<file path="src/hdl/cpv_pkg.sv">
// Shared types and constants for the command packet validator.
package cpv_pkg;

  // Header layout and packet framing.
  localparam int HDR_BYTES     = 6;
  localparam int HDR_IDX_W     = 3;
  localparam int HDR_ID_LEN    = 4;
  localparam int HDR_ARGS_LEN  = 5;
  localparam int MIN_PKT_BYTES = 10;
  localparam int CRC_OFFSET    = 8;

  // Byte counter width and its saturation value.
  localparam int            CNT_W   = 11;
  localparam logic [CNT_W-1:0] CNT_MAX = {CNT_W{1'b1}};

  // Value that closes the id and args fields.
  localparam logic [7:0] TERM_BYTE = 8'h00;

  // Default packet buffer size.
  localparam int DEF_MAX_FRAME_BYTES = 1024;

  // Result status codes; the first failing check in this order wins.
  typedef enum logic [2:0] {
    ST_OK           = 3'd0,
    ST_SHORT        = 3'd1,
    ST_BAD_ID_TERM  = 3'd2,
    ST_BAD_ARGS_TERM = 3'd3,
    ST_LEN_MISMATCH = 3'd4
  } status_t;

  // One input beat as held in the input register.
  typedef struct packed {
    logic [7:0] data_byte;
    logic       last_byte;
  } beat_t;

endpackage

</file>
<file path="src/hdl/cpv_in_reg.sv">
// Input register stage that holds one packet byte for the parser.
module cpv_in_reg (
  input  logic          clk,
  input  logic          rst_n,
  input  logic          in_valid,
  output logic          in_ready,
  input  logic [7:0]    in_data_byte,
  input  logic          in_last_byte,
  output logic          beat_valid_o,
  output cpv_pkg::beat_t beat_o,
  input  logic          beat_take_i
);
  import cpv_pkg::*;

  logic  valid_r;
  beat_t beat_r;

  // The register can load when it is empty or its beat leaves this cycle.
  assign in_ready     = !valid_r || beat_take_i;
  assign beat_valid_o = valid_r;
  assign beat_o       = beat_r;

  // Valid flag.
  always_ff @(posedge clk) begin
    if (!rst_n) begin
      valid_r <= 1'b0;
    end else if (in_ready) begin
      valid_r <= in_valid;
    end
  end

  // Payload.
  always_ff @(posedge clk) begin
    if (in_valid && in_ready) begin
      beat_r.data_byte <= in_data_byte;
      beat_r.last_byte <= in_last_byte;
    end
  end

endmodule

</file>
<file path="src/hdl/cpv_parser.sv">
// Packet state, field capture, checks and the result register.
module cpv_parser #(
  parameter int MAX_FRAME_BYTES = cpv_pkg::DEF_MAX_FRAME_BYTES
) (
  input  logic           clk,
  input  logic           rst_n,
  input  logic           beat_valid_i,
  input  cpv_pkg::beat_t beat_i,
  output logic           beat_take_o,
  output logic           out_valid,
  input  logic           out_ready,
  output logic [2:0]     out_status,
  output logic [7:0]     out_origin_node,
  output logic [7:0]     out_destination_node,
  output logic [7:0]     out_echo_tag,
  output logic [7:0]     out_packet_type,
  output logic [7:0]     out_id_length,
  output logic [7:0]     out_args_length,
  output logic [15:0]    out_crc_value
);
  import cpv_pkg::*;

  localparam logic [16:0] MAX_BYTES = 17'(MAX_FRAME_BYTES);

  // Packet state.
  logic [CNT_W-1:0] cnt_r, cnt_nxt;
  logic [7:0]       hdr_r [HDR_BYTES];
  logic [7:0]       hdr_nxt [HDR_BYTES];
  logic             id_ok_r, id_ok_nxt;
  logic             args_ok_r, args_ok_nxt;
  logic [15:0]      crc_r, crc_nxt;

  // Result register.
  logic             out_valid_r;
  status_t          status_r;
  logic [7:0]       res_hdr_r [HDR_BYTES];
  logic [15:0]      res_crc_r;

  logic             fire;
  logic             in_body;
  logic [CNT_W-1:0] id_pos;
  logic [CNT_W-1:0] args_pos;
  logic [CNT_W-1:0] crc_pos;
  logic [CNT_W-1:0] need;
  logic [CNT_W-1:0] cnt_inc;
  status_t          status_nxt;

  // A last beat waits while the result register is still full.
  assign beat_take_o = beat_valid_i && (!beat_i.last_byte || !out_valid_r || out_ready);
  assign fire        = beat_take_o;

  // Field positions from the captured lengths.
  assign id_pos   = CNT_W'(HDR_BYTES) + CNT_W'(hdr_r[HDR_ID_LEN]);
  assign args_pos = id_pos + CNT_W'(1) + CNT_W'(hdr_r[HDR_ARGS_LEN]);
  assign crc_pos  = CNT_W'(hdr_r[HDR_ID_LEN]) + CNT_W'(hdr_r[HDR_ARGS_LEN])
                  + CNT_W'(CRC_OFFSET);
  assign in_body  = (cnt_r >= CNT_W'(HDR_BYTES)) && (17'(cnt_r) < MAX_BYTES);
  assign cnt_inc  = (cnt_r != CNT_MAX) ? cnt_r + CNT_W'(1) : cnt_r;

  // Capture and terminator checks for the current byte.
  always_comb begin
    for (int i = 0; i < HDR_BYTES; i++) begin
      hdr_nxt[i] = hdr_r[i];
      if (cnt_r == CNT_W'(i)) begin
        hdr_nxt[i] = beat_i.data_byte;
      end
    end
    id_ok_nxt   = id_ok_r;
    args_ok_nxt = args_ok_r;
    crc_nxt     = crc_r;
    // A nonzero args length means its terminator is still owed.
    if (cnt_r == CNT_W'(HDR_ARGS_LEN) && beat_i.data_byte != 8'h00) begin
      args_ok_nxt = 1'b0;
    end
    if (in_body) begin
      if (cnt_r == id_pos) begin
        id_ok_nxt = (beat_i.data_byte == TERM_BYTE);
      end
      if (hdr_r[HDR_ARGS_LEN] != 8'h00 && cnt_r == args_pos) begin
        args_ok_nxt = (beat_i.data_byte == TERM_BYTE);
      end
      if (cnt_r == crc_pos) begin
        crc_nxt[7:0] = beat_i.data_byte;
      end
      if (cnt_r == crc_pos + CNT_W'(1)) begin
        crc_nxt[15:8] = beat_i.data_byte;
      end
    end
    cnt_nxt = cnt_inc;
  end

  // Status of the packet as it stands after this byte.
  assign need = CNT_W'(hdr_nxt[HDR_ID_LEN]) + CNT_W'(hdr_nxt[HDR_ARGS_LEN])
              + CNT_W'(MIN_PKT_BYTES);

  always_comb begin
    priority if (cnt_nxt < CNT_W'(MIN_PKT_BYTES)) begin
      status_nxt = ST_SHORT;
    end else if (!id_ok_nxt) begin
      status_nxt = ST_BAD_ID_TERM;
    end else if (!args_ok_nxt) begin
      status_nxt = ST_BAD_ARGS_TERM;
    end else if (cnt_nxt != need) begin
      status_nxt = ST_LEN_MISMATCH;
    end else begin
      status_nxt = ST_OK;
    end
  end

  // Packet state update; the last byte clears it for the next packet.
  always_ff @(posedge clk) begin
    if (!rst_n || (fire && beat_i.last_byte)) begin
      cnt_r     <= '0;
      id_ok_r   <= 1'b0;
      args_ok_r <= 1'b1;
      crc_r     <= '0;
      for (int i = 0; i < HDR_BYTES; i++) begin
        hdr_r[i] <= '0;
      end
    end else if (fire) begin
      cnt_r     <= cnt_nxt;
      id_ok_r   <= id_ok_nxt;
      args_ok_r <= args_ok_nxt;
      crc_r     <= crc_nxt;
      for (int i = 0; i < HDR_BYTES; i++) begin
        hdr_r[i] <= hdr_nxt[i];
      end
    end
  end

  // Result valid flag.
  always_ff @(posedge clk) begin
    if (!rst_n) begin
      out_valid_r <= 1'b0;
    end else if (fire && beat_i.last_byte) begin
      out_valid_r <= 1'b1;
    end else if (out_ready) begin
      out_valid_r <= 1'b0;
    end
  end

  // Result payload.
  always_ff @(posedge clk) begin
    if (fire && beat_i.last_byte) begin
      status_r  <= status_nxt;
      res_crc_r <= crc_nxt;
      for (int i = 0; i < HDR_BYTES; i++) begin
        res_hdr_r[i] <= hdr_nxt[i];
      end
    end
  end

  assign out_valid            = out_valid_r;
  assign out_status           = status_r;
  assign out_origin_node      = res_hdr_r[0];
  assign out_destination_node = res_hdr_r[1];
  assign out_echo_tag         = res_hdr_r[2];
  assign out_packet_type      = res_hdr_r[3];
  assign out_id_length        = res_hdr_r[HDR_ID_LEN];
  assign out_args_length      = res_hdr_r[HDR_ARGS_LEN];
  assign out_crc_value        = res_crc_r;

endmodule

</file>
<file path="src/hdl/command_packet_validator.sv">
// Top level of the command packet validator.
//
// Takes one packet byte per cycle while in_ready is high, a rate set by the byte
// counter and the combinational terminator and CRC position compares, the final
// byte flagged by in_last_byte, and gives one result beat per packet: a status
// plus the six header bytes and the little-endian CRC from the trailer. The CRC
// is captured, not checked. A byte passes through an input register and then
// the parser, whose result register takes the result when the last byte leaves
// the input register; that byte waits there while the result register is full.
// The input side keeps taking bytes while a result waits; only a further last
// byte waits for the result register to empty. Bytes at or past MAX_FRAME_BYTES
// are counted but not captured.
module command_packet_validator #(
  parameter int MAX_FRAME_BYTES = cpv_pkg::DEF_MAX_FRAME_BYTES
) (
  input  logic        clk,
  input  logic        rst_n,
  input  logic        in_valid,
  output logic        in_ready,
  input  logic [7:0]  in_data_byte,
  input  logic        in_last_byte,
  output logic        out_valid,
  input  logic        out_ready,
  output logic [2:0]  out_status,
  output logic [7:0]  out_origin_node,
  output logic [7:0]  out_destination_node,
  output logic [7:0]  out_echo_tag,
  output logic [7:0]  out_packet_type,
  output logic [7:0]  out_id_length,
  output logic [7:0]  out_args_length,
  output logic [15:0] out_crc_value
);
  import cpv_pkg::*;

  logic  beat_valid;
  beat_t beat;
  logic  beat_take;

  // Input register.
  cpv_in_reg u_in_reg (
    .clk          (clk),
    .rst_n        (rst_n),
    .in_valid     (in_valid),
    .in_ready     (in_ready),
    .in_data_byte (in_data_byte),
    .in_last_byte (in_last_byte),
    .beat_valid_o (beat_valid),
    .beat_o       (beat),
    .beat_take_i  (beat_take)
  );

  // Parser and result register.
  cpv_parser #(
    .MAX_FRAME_BYTES (MAX_FRAME_BYTES)
  ) u_parser (
    .clk                  (clk),
    .rst_n                (rst_n),
    .beat_valid_i         (beat_valid),
    .beat_i               (beat),
    .beat_take_o          (beat_take),
    .out_valid            (out_valid),
    .out_ready            (out_ready),
    .out_status           (out_status),
    .out_origin_node      (out_origin_node),
    .out_destination_node (out_destination_node),
    .out_echo_tag         (out_echo_tag),
    .out_packet_type      (out_packet_type),
    .out_id_length        (out_id_length),
    .out_args_length      (out_args_length),
    .out_crc_value        (out_crc_value)
  );

endmodule

</file>
<file path="config.mk">
export PLATFORM = sky130hd
export DESIGN_NAME = command_packet_validator
export DESIGN_NICKNAME = d
export VERILOG_FILES = /design/src/hdl/cpv_pkg.sv /design/src/hdl/cpv_in_reg.sv /design/src/hdl/cpv_parser.sv /design/src/hdl/command_packet_validator.sv
export SDC_FILE = /design/constraint.sdc
export NUM_CORES = 1
export LEC_CHECK = 0
export ABC_AREA = 1
export BUFFER_PORTS_ARGS = -buffer_cell sky130_fd_sc_hd__buf_4
export CAP_MARGIN = 20
export CORE_ASPECT_RATIO = 0.8
export CORE_MARGIN = 2
export CORE_UTILIZATION = 30
export DETAILED_ROUTE_END_ITERATION = 10
export SYNTH_ARGS = -nofsm -noshare
export SYNTH_HDL_FRONTEND = slang
export SYNTH_SLANG_ARGS = --single-unit
</file>
<file path="constraint.sdc">
create_clock -name clk -period 7.4 [get_ports clk]
set_input_delay 0.37 -clock clk [delete_from_list [all_inputs] [get_ports clk]]
set_output_delay 0.37 -clock clk [all_outputs]
set_load 0.01 [all_outputs]
</file>
==> reports/results.tsv, run 1 <==
stage	metric	value	unit
grt	vias in the first global route	6625	
sta	min Tclk post-route	4.18	ns
logic_synthesis	cell taking the most area after synthesis	edfxtp_1	
detailed_routing	WL final	24.2	mm
detailed_routing	ANT nets after route	0	
sta	RSZ-0062 raised after global routing	no	
placed_design	routability congestion estimate	0.993	
logic_synthesis	Syn Nets	1107	
logic_synthesis	Yosys reg bits	155	
outcome	outcome	completed	
detailed_routing	post-DR wirelength/cell	15.9	um
detailed_routing	Remaining DRCs	0	
worst_setup_path	Setup crit end kind	flip-flop	
placed_design	I/O Buffers	81	
power	Pwr Density	214	nW/um2
sta	final period utilization	0.565	
clock_network	CTS tree	yes	
clock_network	CTS sink count	155	
worst_setup_path	crit-path max FO	12	
power	leakage power	4.77	nW
die	Core Rows	56	
die	core area	29200	um2
die	# IOs	82	
sta	slew margin rel.	0.416	
clock_network	TritonCTS Buffers	17	
clock_network	later-pin clock latency in the skew report	0.43	ns
worst_setup_path	startpoint types	flip-flop	
logic_synthesis	Synth Warn #	0	
cells_and_area	layout cells sized above 1	0.126	
grt	first-pass GRT wire length	37.3	mm
job	Max-Cap Viols	0	
die	initial cell density of the core	0.304	
power	peak supply drop	0.000167	V
logic_synthesis	post-synthesis cell count	1058	
hold_path	HP Class	in2reg	
detailed_routing	drt pass-1 iters	5	
logic_synthesis	number of enable flip-flop cells after synthesis	124	
detailed_routing	Vias	7369	
sta	max frequency	239	MHz
detailed_routing	DR vias/cell	4.83	
die	Die H	158	um
logic_synthesis	Async S/R FF share, synth	0	
grt	largest net degree at the start of global routing	61	
clock_network	clock-pin slew on the worst setup and hold paths	0.07	ns
worst_setup_path	Worst R2R Setup Slack	3.22	ns
grt	initial antenna violation count	2	
logic_synthesis	sequential fraction of the synthesis area	0.490	
sta	Setup Total Neg Slack	0	ns
clock_network	postcts setup bufs	0	
die	DIE AREA	31000	um2
logic_synthesis	Post-Syn Area	8870	um2
worst_setup_path	Req. time, crit path	7.59	ns
clock_network	cts repair resizes	0	
sta	Slew Limit Fails	0	
power	final total power	2.24	mW
clock_network	clk root buf	clkbuf_16	
logic_synthesis	ys flop type	edfxtp_1	
grt	GRT overflow	0	
die	die width	196	um
grt	GRT Util Overall	0.158	
logic_synthesis	Syn Area/Cell	8.38	um2
detailed_routing	Detailed Route Iter0 Violations	605	
cells_and_area	Nets	1185	
logic_synthesis	Distinct cells, synth	41	
placed_design	dpl hpwl	18.0	mm
cells_and_area	Synth-to-Final Area Change	18.0	%
clock_network	post-cts hold buffer count	0	
worst_setup_path	Critical Path AT	4.37	ns
sta	slew at the pin closest to its max-slew limit	0.865	ns
clock_network	Longest Clk Path Bufs	2	
sta	clock skew	0.00771	ns
sta	Hold Violations, Final	0	
logic_synthesis	top cells by area, synth	edfxtp_1 42%, nand2_1 13%, dfxtp_1 7.0%	
worst_setup_path	Crit Path Category	reg2reg	
logic_synthesis	share of the synthesized area in the top cell type	0.420	
sta	Final setup viols	0	
clock_network	CTS H-tree depth	4	
## synth_stat cells, types with 4 or more instances
| master | count |
|---|---|
| dfxtp_1 | 31 |
| inv_1 | 143 |
| nor4_1 | 4 |
| a211oi_1 | 8 |
| nand4_1 | 24 |
| o21ai_0 | 16 |
| nand2_1 | 314 |
| clkbuf_1 | 20 |
| xnor2_1 | 8 |
| buf_2 | 4 |
| a21oi_1 | 68 |
| o22ai_1 | 13 |
| nand3_1 | 80 |
| nor2_1 | 64 |
| nand2_2 | 8 |
| ha_1 | 33 |
| xor2_1 | 34 |
| edfxtp_1 | 124 |
| o21a_1 | 9 |
| or2_2 | 5 |
| nor3_1 | 5 |
| o211ai_1 | 9 |
| and2_1 | 10 |
## per-stage QoR
stage	utilization	setup WS, ns	cell area (um2)	hold slack [ns]	std cells
floorplan	-	3.43	8870	0.426	1058
global placement	0.338	3.43	9880	0.436	1494
detailed placement	0.338	3.31	9880	0.441	1494
CTS	0.358	3.28	10500	0.0997	1526
global route	0.358	2.87	10500	0.100	1526
finish	0.358	3.22	10500	0.111	1527
## cell families (layout without fill, tap and decap cells)
logic type,Yosys count,count (layout),share of synthesized area
compound gates,130,130,0.0859
xor+xnor,42,42,0.0415
simple gates,524,524,0.255
buf+inv,171,262,0.0746
fa+ha+maj,36,36,0.0533
other cells,0,1,0
flops,155,155,0.490
## final timing paths
kind,from,endpoint,cells past startpoint
worst max-delay path,u_parser.cnt_r[5],u_parser.out_status[2],22
worst max register to register,u_parser.cnt_r[5],u_parser.out_status[2],22
worst min register to register,u_parser.crc_r[3],u_parser.crc_r[3],2
worst min-delay path,in_data_byte[1],u_in_reg.beat_o[2],1
## routing by layer
metal  track usage  share of wire  up-vias
met5             0        0.00050        -
met4        0.0375         0.0088        2
met3        0.0409          0.074       23
met2         0.220           0.40      233
met1         0.239           0.52     3433
li1              -              -     3678
## state kept, by name, summed over array words and instances (netlist names)
name / flops
u_in_reg.beat_valid_o: 1
u_parser.out_valid: 1
u_parser.id_ok_r: 1
u_parser.out_status: 3
u_parser.hdr_r: 48
u_in_reg.beat_o: 9
u_parser.crc_r: 16
u_parser.cnt_r: 11
u_parser.args_ok_r: 1
u_parser.res_hdr_r: 48
u_parser.out_crc_value: 16
## worst max-delay path, stage by stage, from the launching register on
cell and delay (ns):
dfxtp_1 0.49, inv_2 0.12, nand4_1 0.33, nor2_1 0.11
nand2_1 0.30, inv_1 0.19, nand2_1 0.11, nand2_1 0.10
ha_1 0.25, fa_1 0.42, xor2_1 0.25, ha_1 0.22
inv_1 0.04, a21oi_1 0.18, nand2_1 0.11, nor2_1 0.20
nand3_1 0.10, nand2_1 0.07, nand2_1 0.05, inv_1 0.05
nand4_1 0.08, nor2_1 0.10, nor2_1 0.05
## area by class of cell
type	count	area, um2
fill	2963	18800
sequential	155	4340
multi-input combinational	732	3870
timing repair buffer	86	646
inverter	144	541
tap	377	472
clock buffer	17	425
clock inverter	15	163
antenna	1	2.50
## layout by cell type, fill, tap and decap left out, types with 4 or more instances in the layout
cell and instances:
dfxtp_1 31, nand3_1 80, ha_1 33, clkbuf_16 17
inv_6 4, inv_1 141, nor3_1 5, nor2_1 64
and2_1 10, or2_2 5, clkinvlp_4 4, o22ai_1 13
o21a_1 9, a21oi_1 68, edfxtp_1 124, xnor2_1 8
nand4_1 24, buf_4 86, nand2_2 9, nand2_1 313
o21ai_0 16, xor2_1 34, o211ai_1 9, a211oi_1 8
## report_power, final
| group | internal [mW] | switching (mW) |
|---|---|---|
| sequential | 0.979 | 0.0307 |
| clock | 0.502 | 0.386 |
| combinational | 0.116 | 0.227 |
(Power assumes the default switching activity.)
==> run 2: changes to the inputs <==
==> constraint.sdc (replaced) <==
create_clock -name clk -period 4.3 [get_ports clk]
set_input_delay 0.215 -clock clk [delete_from_list [all_inputs] [get_ports clk]]
set_output_delay 0.215 -clock clk [all_outputs]
set_load 0.01 [all_outputs]
==> run 2 against run 1 <==
- worst setup slack worse by 2.8 ns
- via count is 1.7% higher
- critical endpoint unchanged
- critical path depth is 5 lower
- highest routed layer is now met4
- core utilization is 0.82 points higher
- largest cell class unchanged
- global-route usage is 0.22 points higher
- clock power is 79% higher
==> reports/results.tsv, run 2 (synthesis gave the netlist of run 1 again) <==
stage	metric	value	unit
cells_and_area	most frequent cells in the layout	313 x nand2_1, 141 x inv_1, 124 x edfxtp_1	
worst_setup_path	reg2reg end	u_parser.out_status[2]	
cells_and_area	largest registers	u_parser.hdr_r x48, u_parser.res_hdr_r x48	
sta	slew at the pin closest to its max-slew limit	0.997	ns
cells_and_area	layout cells sized above 1	0.139	
worst_setup_path	crit-path cells	nor2_1 -> nand3_1 -> nor4_2 -> buf_4 -> nor2_1 -> a21oi_1 -> ha_1 -> fa_1 -> ha_1 -> or2_2 -> nand2_1 -> xor2_1 -> nand4_1 -> nor2_1 -> nand4_1 -> nor2_1 -> nor2_1	
clock_network	CTS tree	yes	
detailed_routing	post-DR wirelength/cell	15.8	um
detailed_routing	ANT nets after route	0	
clock_network	clock-pin slew on the worst setup and hold paths	0.07	ns
cells_and_area	Finished Layout Cells	1551	
detailed_routing	drt pass-1 iters	5	
grt	GRT Util Overall	0.160	
power	peak supply drop	0.000282	V
hold_path	HP Class	in2reg	
sta	Slew Limit Fails	0	
worst_setup_path	Critical Path AT	4.05	ns
cells_and_area	Layout fillers	2984	
detailed_routing	DR vias/cell	4.83	
job	Max-Cap Viols	0	
worst_setup_path	most used cell, CP	nor2_1	
sta	slew margin rel.	0.334	
cells_and_area	Nets	1210	
clock_network	clk root buf	clkbuf_16	
detailed_routing	Detailed Route Iter0 Violations	606	
sta	Hold Violations, Final	0	
clock_network	later-pin clock latency in the skew report	0.43	ns
detailed_routing	WL final	24.5	mm
sta	final period utilization	0.901	
die	DIE AREA	31000	um2
grt	largest net degree at the start of global routing	46	
sta	min Tclk post-route	3.87	ns
worst_setup_path	RR Startpoint	u_parser.cnt_r[9]	
detailed_routing	Remaining DRCs	0	
cells_and_area	Synth-to-Final Area Change	20.7	%
outcome	outcome	completed	
sta	RSZ-0062 raised after global routing	no	
die	Die H	158	um
worst_setup_path	Register-to-Register Path Depth	17	
die	initial cell density of the core	0.304	
placed_design	Inst Count DP	1508	
placed_design	routability congestion estimate	0.923	
worst_setup_path	Crit Path Category	reg2reg	
grt	GRT overflow	0	
worst_setup_path	startpoint types	flip-flop	
die	die width	196	um
cells_and_area	area of the multi-input gates	3880	um2
worst_setup_path	CP max stage cell	fa_1	
die	Core Rows	56	
clock_network	CTS H-tree depth	4	
hold_path	Hold Crit Endpoint	u_parser.out_valid	
detailed_routing	Vias	7492	
worst_setup_path	Setup crit end kind	flip-flop	
worst_setup_path	slowest stage delay, CP	0.48	ns
placed_design	dpl hpwl	18.3	mm
die	# IOs	82	
sta	clock skew	0.0138	ns
clock_network	Longest Clk Path Bufs	2	
grt	first-pass GRT wire length	38.1	mm
power	leakage power	4.92	nW
worst_setup_path	Worst R2R Setup Slack	0.43	ns
hold_path	Min-Delay Path Depth	3	
cells_and_area	Inserted Diodes	0	
grt	initial antenna violation count	0	
clock_network	TritonCTS Buffers	17	
sta	max frequency	258	MHz
cells_and_area	FF+latch area	4350	um2
grt	vias in the first global route	6848	
sta	Setup Total Neg Slack	0	ns
die	core area	29200	um2
placed_design	I/O Buffers	81	
clock_network	CTS sink count	155	
worst_setup_path	crit-path max FO	13	
worst_setup_path	Req. time, crit path	4.48	ns
power	Pwr Density	366	nW/um2
hold_path	Hold Startpoint	rst_n	
sta	Final setup viols	0	
cells_and_area	commonest non-fill, non-tap cell in the layout	nand2_1	
[run 2: cell types whose count changed in the layout (fill, tap and decap cells not counted), moves of 2 or more]
cell / change
clkinvlp_4: -3
clkinv_4: +2
buf_4: +16
dlygate4sd3_1: +9
dfxtp_1: -2
dfxtp_2: +2
[run 2: final cells by class]
cell class / instances / area share
sequential: 155 / 0.406
multi-input combinational: 732 / 0.362
tap: 377 / 0.0441
clock inverter: 15 / 0.0176
inverter: 144 / 0.0505
clock buffer: 17 / 0.0397
timing repair buffer: 111 / 0.0799
[run 2: critical path: cells and delay by family (launching register included)]
kind | cells | cell delay, ns
buf+inv | 1 | 0.24
fa+ha+maj | 3 | 1.00
flops | 1 | 0.31
simple gates | 11 | 1.74
xor+xnor | 1 | 0.16
compound gates | 1 | 0.17
[run 2: worst max-delay path by stage]
stage / startpoint / end / slack [ns] / depth (start not counted)
2_1_floorplan: u_parser.cnt_r[1] / u_parser.out_status[2] / 0.33 / 22
3_3_place_gp: u_parser.hdr_r[5][0] / u_parser.out_crc_value[13] / 0.51 / 19
3_5_place_dp: u_parser.cnt_r[6] / u_parser.out_status[2] / 0.32 / 22
4_1_cts: u_parser.cnt_r[6] / u_parser.out_status[2] / 0.30 / 22
5_1_grt: u_parser.cnt_r[3] / u_parser.out_status[2] / 0.02 / 22
6_report: u_parser.cnt_r[9] / u_parser.out_status[2] / 0.43 / 17
[run 2: where the power goes]
group	total, mW	internal [mW]	switching (mW)
Sequential	1.73	1.68	0.0490
Clock	1.59	0.927	0.659
Combinational	0.602	0.210	0.391
Total	3.92	2.82	1.10
[run 2: metal layers]
| metal | GRT usage | up-vias | routed length (um) | share of wire |
|---|---|---|---|---|
| li1 | - | 3722 | - | - |
| met3 | 0.0298 | 23 | 1800 | 0.074 |
| met5 | 0 | - | 0 | 0 |
| met1 | 0.246 | 3488 | 12500 | 0.51 |
| met2 | 0.228 | 259 | 9890 | 0.40 |
| met4 | 0.0379 | 0 | 301 | 0.012 |
[run 2: per-stage QoR]
step | hold slack (ns) | power, mW | cell area [um2] | utilization | worst slack [ns]
detailed placement | 0.394 | 2.35 | 9980 | 0.342 | 0.320
global placement | 0.394 | 2.35 | 9980 | 0.342 | 0.512
floorplan | 0.314 | 2.17 | 8870 | - | 0.332
finish | 0.0339 | 3.92 | 10700 | 0.366 | 0.427
CTS | 0.0202 | 3.94 | 10700 | 0.366 | 0.299
global route | 0.0480 | 4.08 | 10700 | 0.366 | 0.0201
[run 2: timing repair]
action,in CTS,in global routing
gates resized for setup,0,3
setup buffers,0,2
endpoints found under the setup margin,0,1
endpoints found under the hold margin,9,0
hold buffers,9,0
==> run 3: changes to the inputs <==
--- a/config.mk
+++ b/config.mk
@@ -10,8 +10,9 @@
 export CAP_MARGIN = 20
 export CORE_ASPECT_RATIO = 0.8
 export CORE_MARGIN = 2
-export CORE_UTILIZATION = 30
+export CORE_UTILIZATION = 55
 export DETAILED_ROUTE_END_ITERATION = 10
+export PLACE_DENSITY = 0.75
 export SYNTH_ARGS = -nofsm -noshare
 export SYNTH_HDL_FRONTEND = slang
 export SYNTH_SLANG_ARGS = --single-unit
==> run 3 against run 2 <==
- worst setup slack lost 0.13 ns
- total power decreased by 0.79%
- critical path depth fell by 2
- largest cell class unchanged
- largest power group unchanged
- die area fell by 45%
- routed wire length decreased by 7.6%
- non-clock buffer count down 9
- sequential cell count unchanged
- worst hold slack got worse by 0.014 ns
- global-route usage grew 10 points
==> reports/results.tsv, run 3 (synthesis gave the netlist of run 1 again) <==
stage	metric	value	unit
outcome	outcome	completed	
placed_design	Placed Area	9730	um2
sta	max frequency	250	MHz
worst_setup_path	Crit path max-delay family	simple AND/OR/NAND/NOR gates	
clock_network	Longest Clk Path Bufs	2	
clock_network	cts repair resizes	0	
worst_setup_path	crit-path max FO	24	
die	# IOs	82	
grt	initial antenna violation count	0	
cells_and_area	commonest non-fill, non-tap cell in the layout	nand2_1	
cells_and_area	Inserted Diodes	0	
worst_setup_path	CP max stage cell	dfxtp_1	
die	core area	15800	um2
sta	fin worst setup slack	0.292	ns
clock_network	clk root buf	clkbuf_16	
job	Max-Cap Viols	0	
clock_network	later-pin clock latency in the skew report	0.43	ns
detailed_routing	Vias	7582	
clock_network	CTS tree	yes	
sta	slew at the pin closest to its max-slew limit	0.848	ns
sta	final period utilization	0.932	
die	Die H	118	um
cells_and_area	largest registers	u_parser.hdr_r x48, u_parser.res_hdr_r x48	
power	peak supply drop	0.000315	V
worst_setup_path	crit-path cells	inv_1 -> nor4_2 -> buf_4 -> nor2_1 -> a21oi_1 -> fa_1 -> ha_1 -> or2_2 -> nand2_1 -> xor2_1 -> nand4_1 -> nor2_1 -> nand4_1 -> nor2_1 -> nor2_1	
sta	Hold Violations, Final	0	
worst_setup_path	RR Startpoint	u_parser.cnt_r[2]	
detailed_routing	WL final	22.6	mm
worst_setup_path	Setup crit end kind	flip-flop	
cells_and_area	fin area	10400	um2
sta	Final setup viols	0	
worst_setup_path	Crit Path Category	reg2reg	
clock_network	clock-pin slew on the worst setup and hold paths	0.07	ns
detailed_routing	drt pass-1 iters	6	
hold_path	Hold Startpoint	rst_n	
grt	first-pass GRT wire length	35.5	mm
detailed_routing	ANT nets after route	0	
detailed_routing	Detailed Route Iter0 Violations	859	
clock_network	TritonCTS Buffers	17	
die	DIE AREA	17200	um2
worst_setup_path	slowest stage delay, CP	0.55	ns
sta	Setup Total Neg Slack	0	ns
cells_and_area	Nets	1201	
clock_network	CTS H-tree depth	4	
grt	GRT Util Overall	0.263	
power	leakage power	4.87	nW
sta	RSZ-0062 raised after global routing	no	
die	Core Rows	41	
hold_path	HP Class	in2reg	
sta	slew margin rel.	0.434	
worst_setup_path	Req. time, crit path	4.49	ns
placed_design	routability congestion estimate	0.989	
worst_setup_path	startpoint types	flip-flop	
detailed_routing	DR vias/cell	5.49	
worst_setup_path	Worst Path Buf+Inv	2	
detailed_routing	Remaining DRCs	0	
detailed_routing	post-DR wirelength/cell	16.4	um
worst_setup_path	Worst setup startpoint	u_parser.cnt_r[2]	
grt	GRT overflow	0	
clock_network	CTS sink count	155	
cells_and_area	layout cells sized above 1	0.131	
die	die width	146	um
sta	min Tclk post-route	4.01	ns
worst_setup_path	most used cell, CP	nor2_1	
cells_and_area	final core utilization	0.660	
grt	vias in the first global route	6835	
cells_and_area	most frequent cells in the layout	313 x nand2_1, 141 x inv_1, 124 x edfxtp_1	
placed_design	dpl hpwl	16.3	mm
grt	largest net degree at the start of global routing	57	
cells_and_area	Synth-to-Final Area Change	17.6	%
cells_and_area	Layout fillers	1320	
sta	clock skew	0.00902	ns
die	initial cell density of the core	0.561	
worst_setup_path	Critical Path AT	4.20	ns
placed_design	worst slack, placed	0.473	ns
placed_design	I/O Buffers	81	
sta	Slew Limit Fails	0	
power	Pwr Density	373	nW/um2
## run 3: cell types whose count changed in the layout (fill, tap and decap cells not counted), sizes merged
cell	previous run	this run
inv	149	153
clkinv	6	5
buf	102	93
bufinv	3	1
clkinvlp	1	0
## run 3: report_power, final
part           internal [mW]  switching, mW  total (mW)
combinational          0.209          0.404       0.612
sequential              1.68         0.0424        1.73
clock                  0.842          0.710        1.55
## run 3: per-stage QoR
step	instances	hold WS [ns]	power [mW]
2_1_floorplan	1058	0.314	2.17
3_3_place_gp	1339	0.393	2.34
3_5_place_dp	1339	0.394	2.34
4_1_cts	1380	0.0143	3.88
5_1_grt	1380	0.0330	4.02
6_report	1380	0.0199	3.89
## run 3: path summary, 6_finish.rpt
check,endpoint,slack [ns],depth (start not counted)
worst max-delay path,u_parser.out_status[2],0.29,15
worst min-delay path,u_parser.out_valid,0.02,3
worst max register to register,u_parser.out_status[2],0.29,15
worst min register to register,u_parser.crc_r[2],0.46,2
## run 3: area by class of cell
type,count,area (um2),share of cell area
Sequential cell,155,4340,0.416
Multi-Input combinational cell,732,3870,0.371
Timing Repair Buffer,102,788,0.0756
Inverter,144,541,0.0518
Clock buffer,17,425,0.0408
Tap cell,215,269,0.0258
Clock inverter,15,190,0.0182
## run 3: worst register-to-register path, delay by kind of cell (launching register included)
kind / cells / cell delay, ns
simple gates: 9 / 1.27
fa+ha+maj: 2 / 0.80
flops: 1 / 0.55
buf+inv: 2 / 0.54
compound gates: 1 / 0.39
xor+xnor: 1 / 0.21
## run 3: routing by layer
layer	vias up	GRT usage	part of all wire
met2	396	0.374	0.42
li1	3700	-	-
met3	39	0.0620	0.099
met4	0	0.0813	0.020
met5	-	0	0
met1	3447	0.400	0.46
## run 3: what timing repair did
action                     in CTS  in global routing
hold buffers                    9                  0
buffers inserted                0                  0
setup endpoints to repair       0                  0
hold endpoints to repair        9                  0
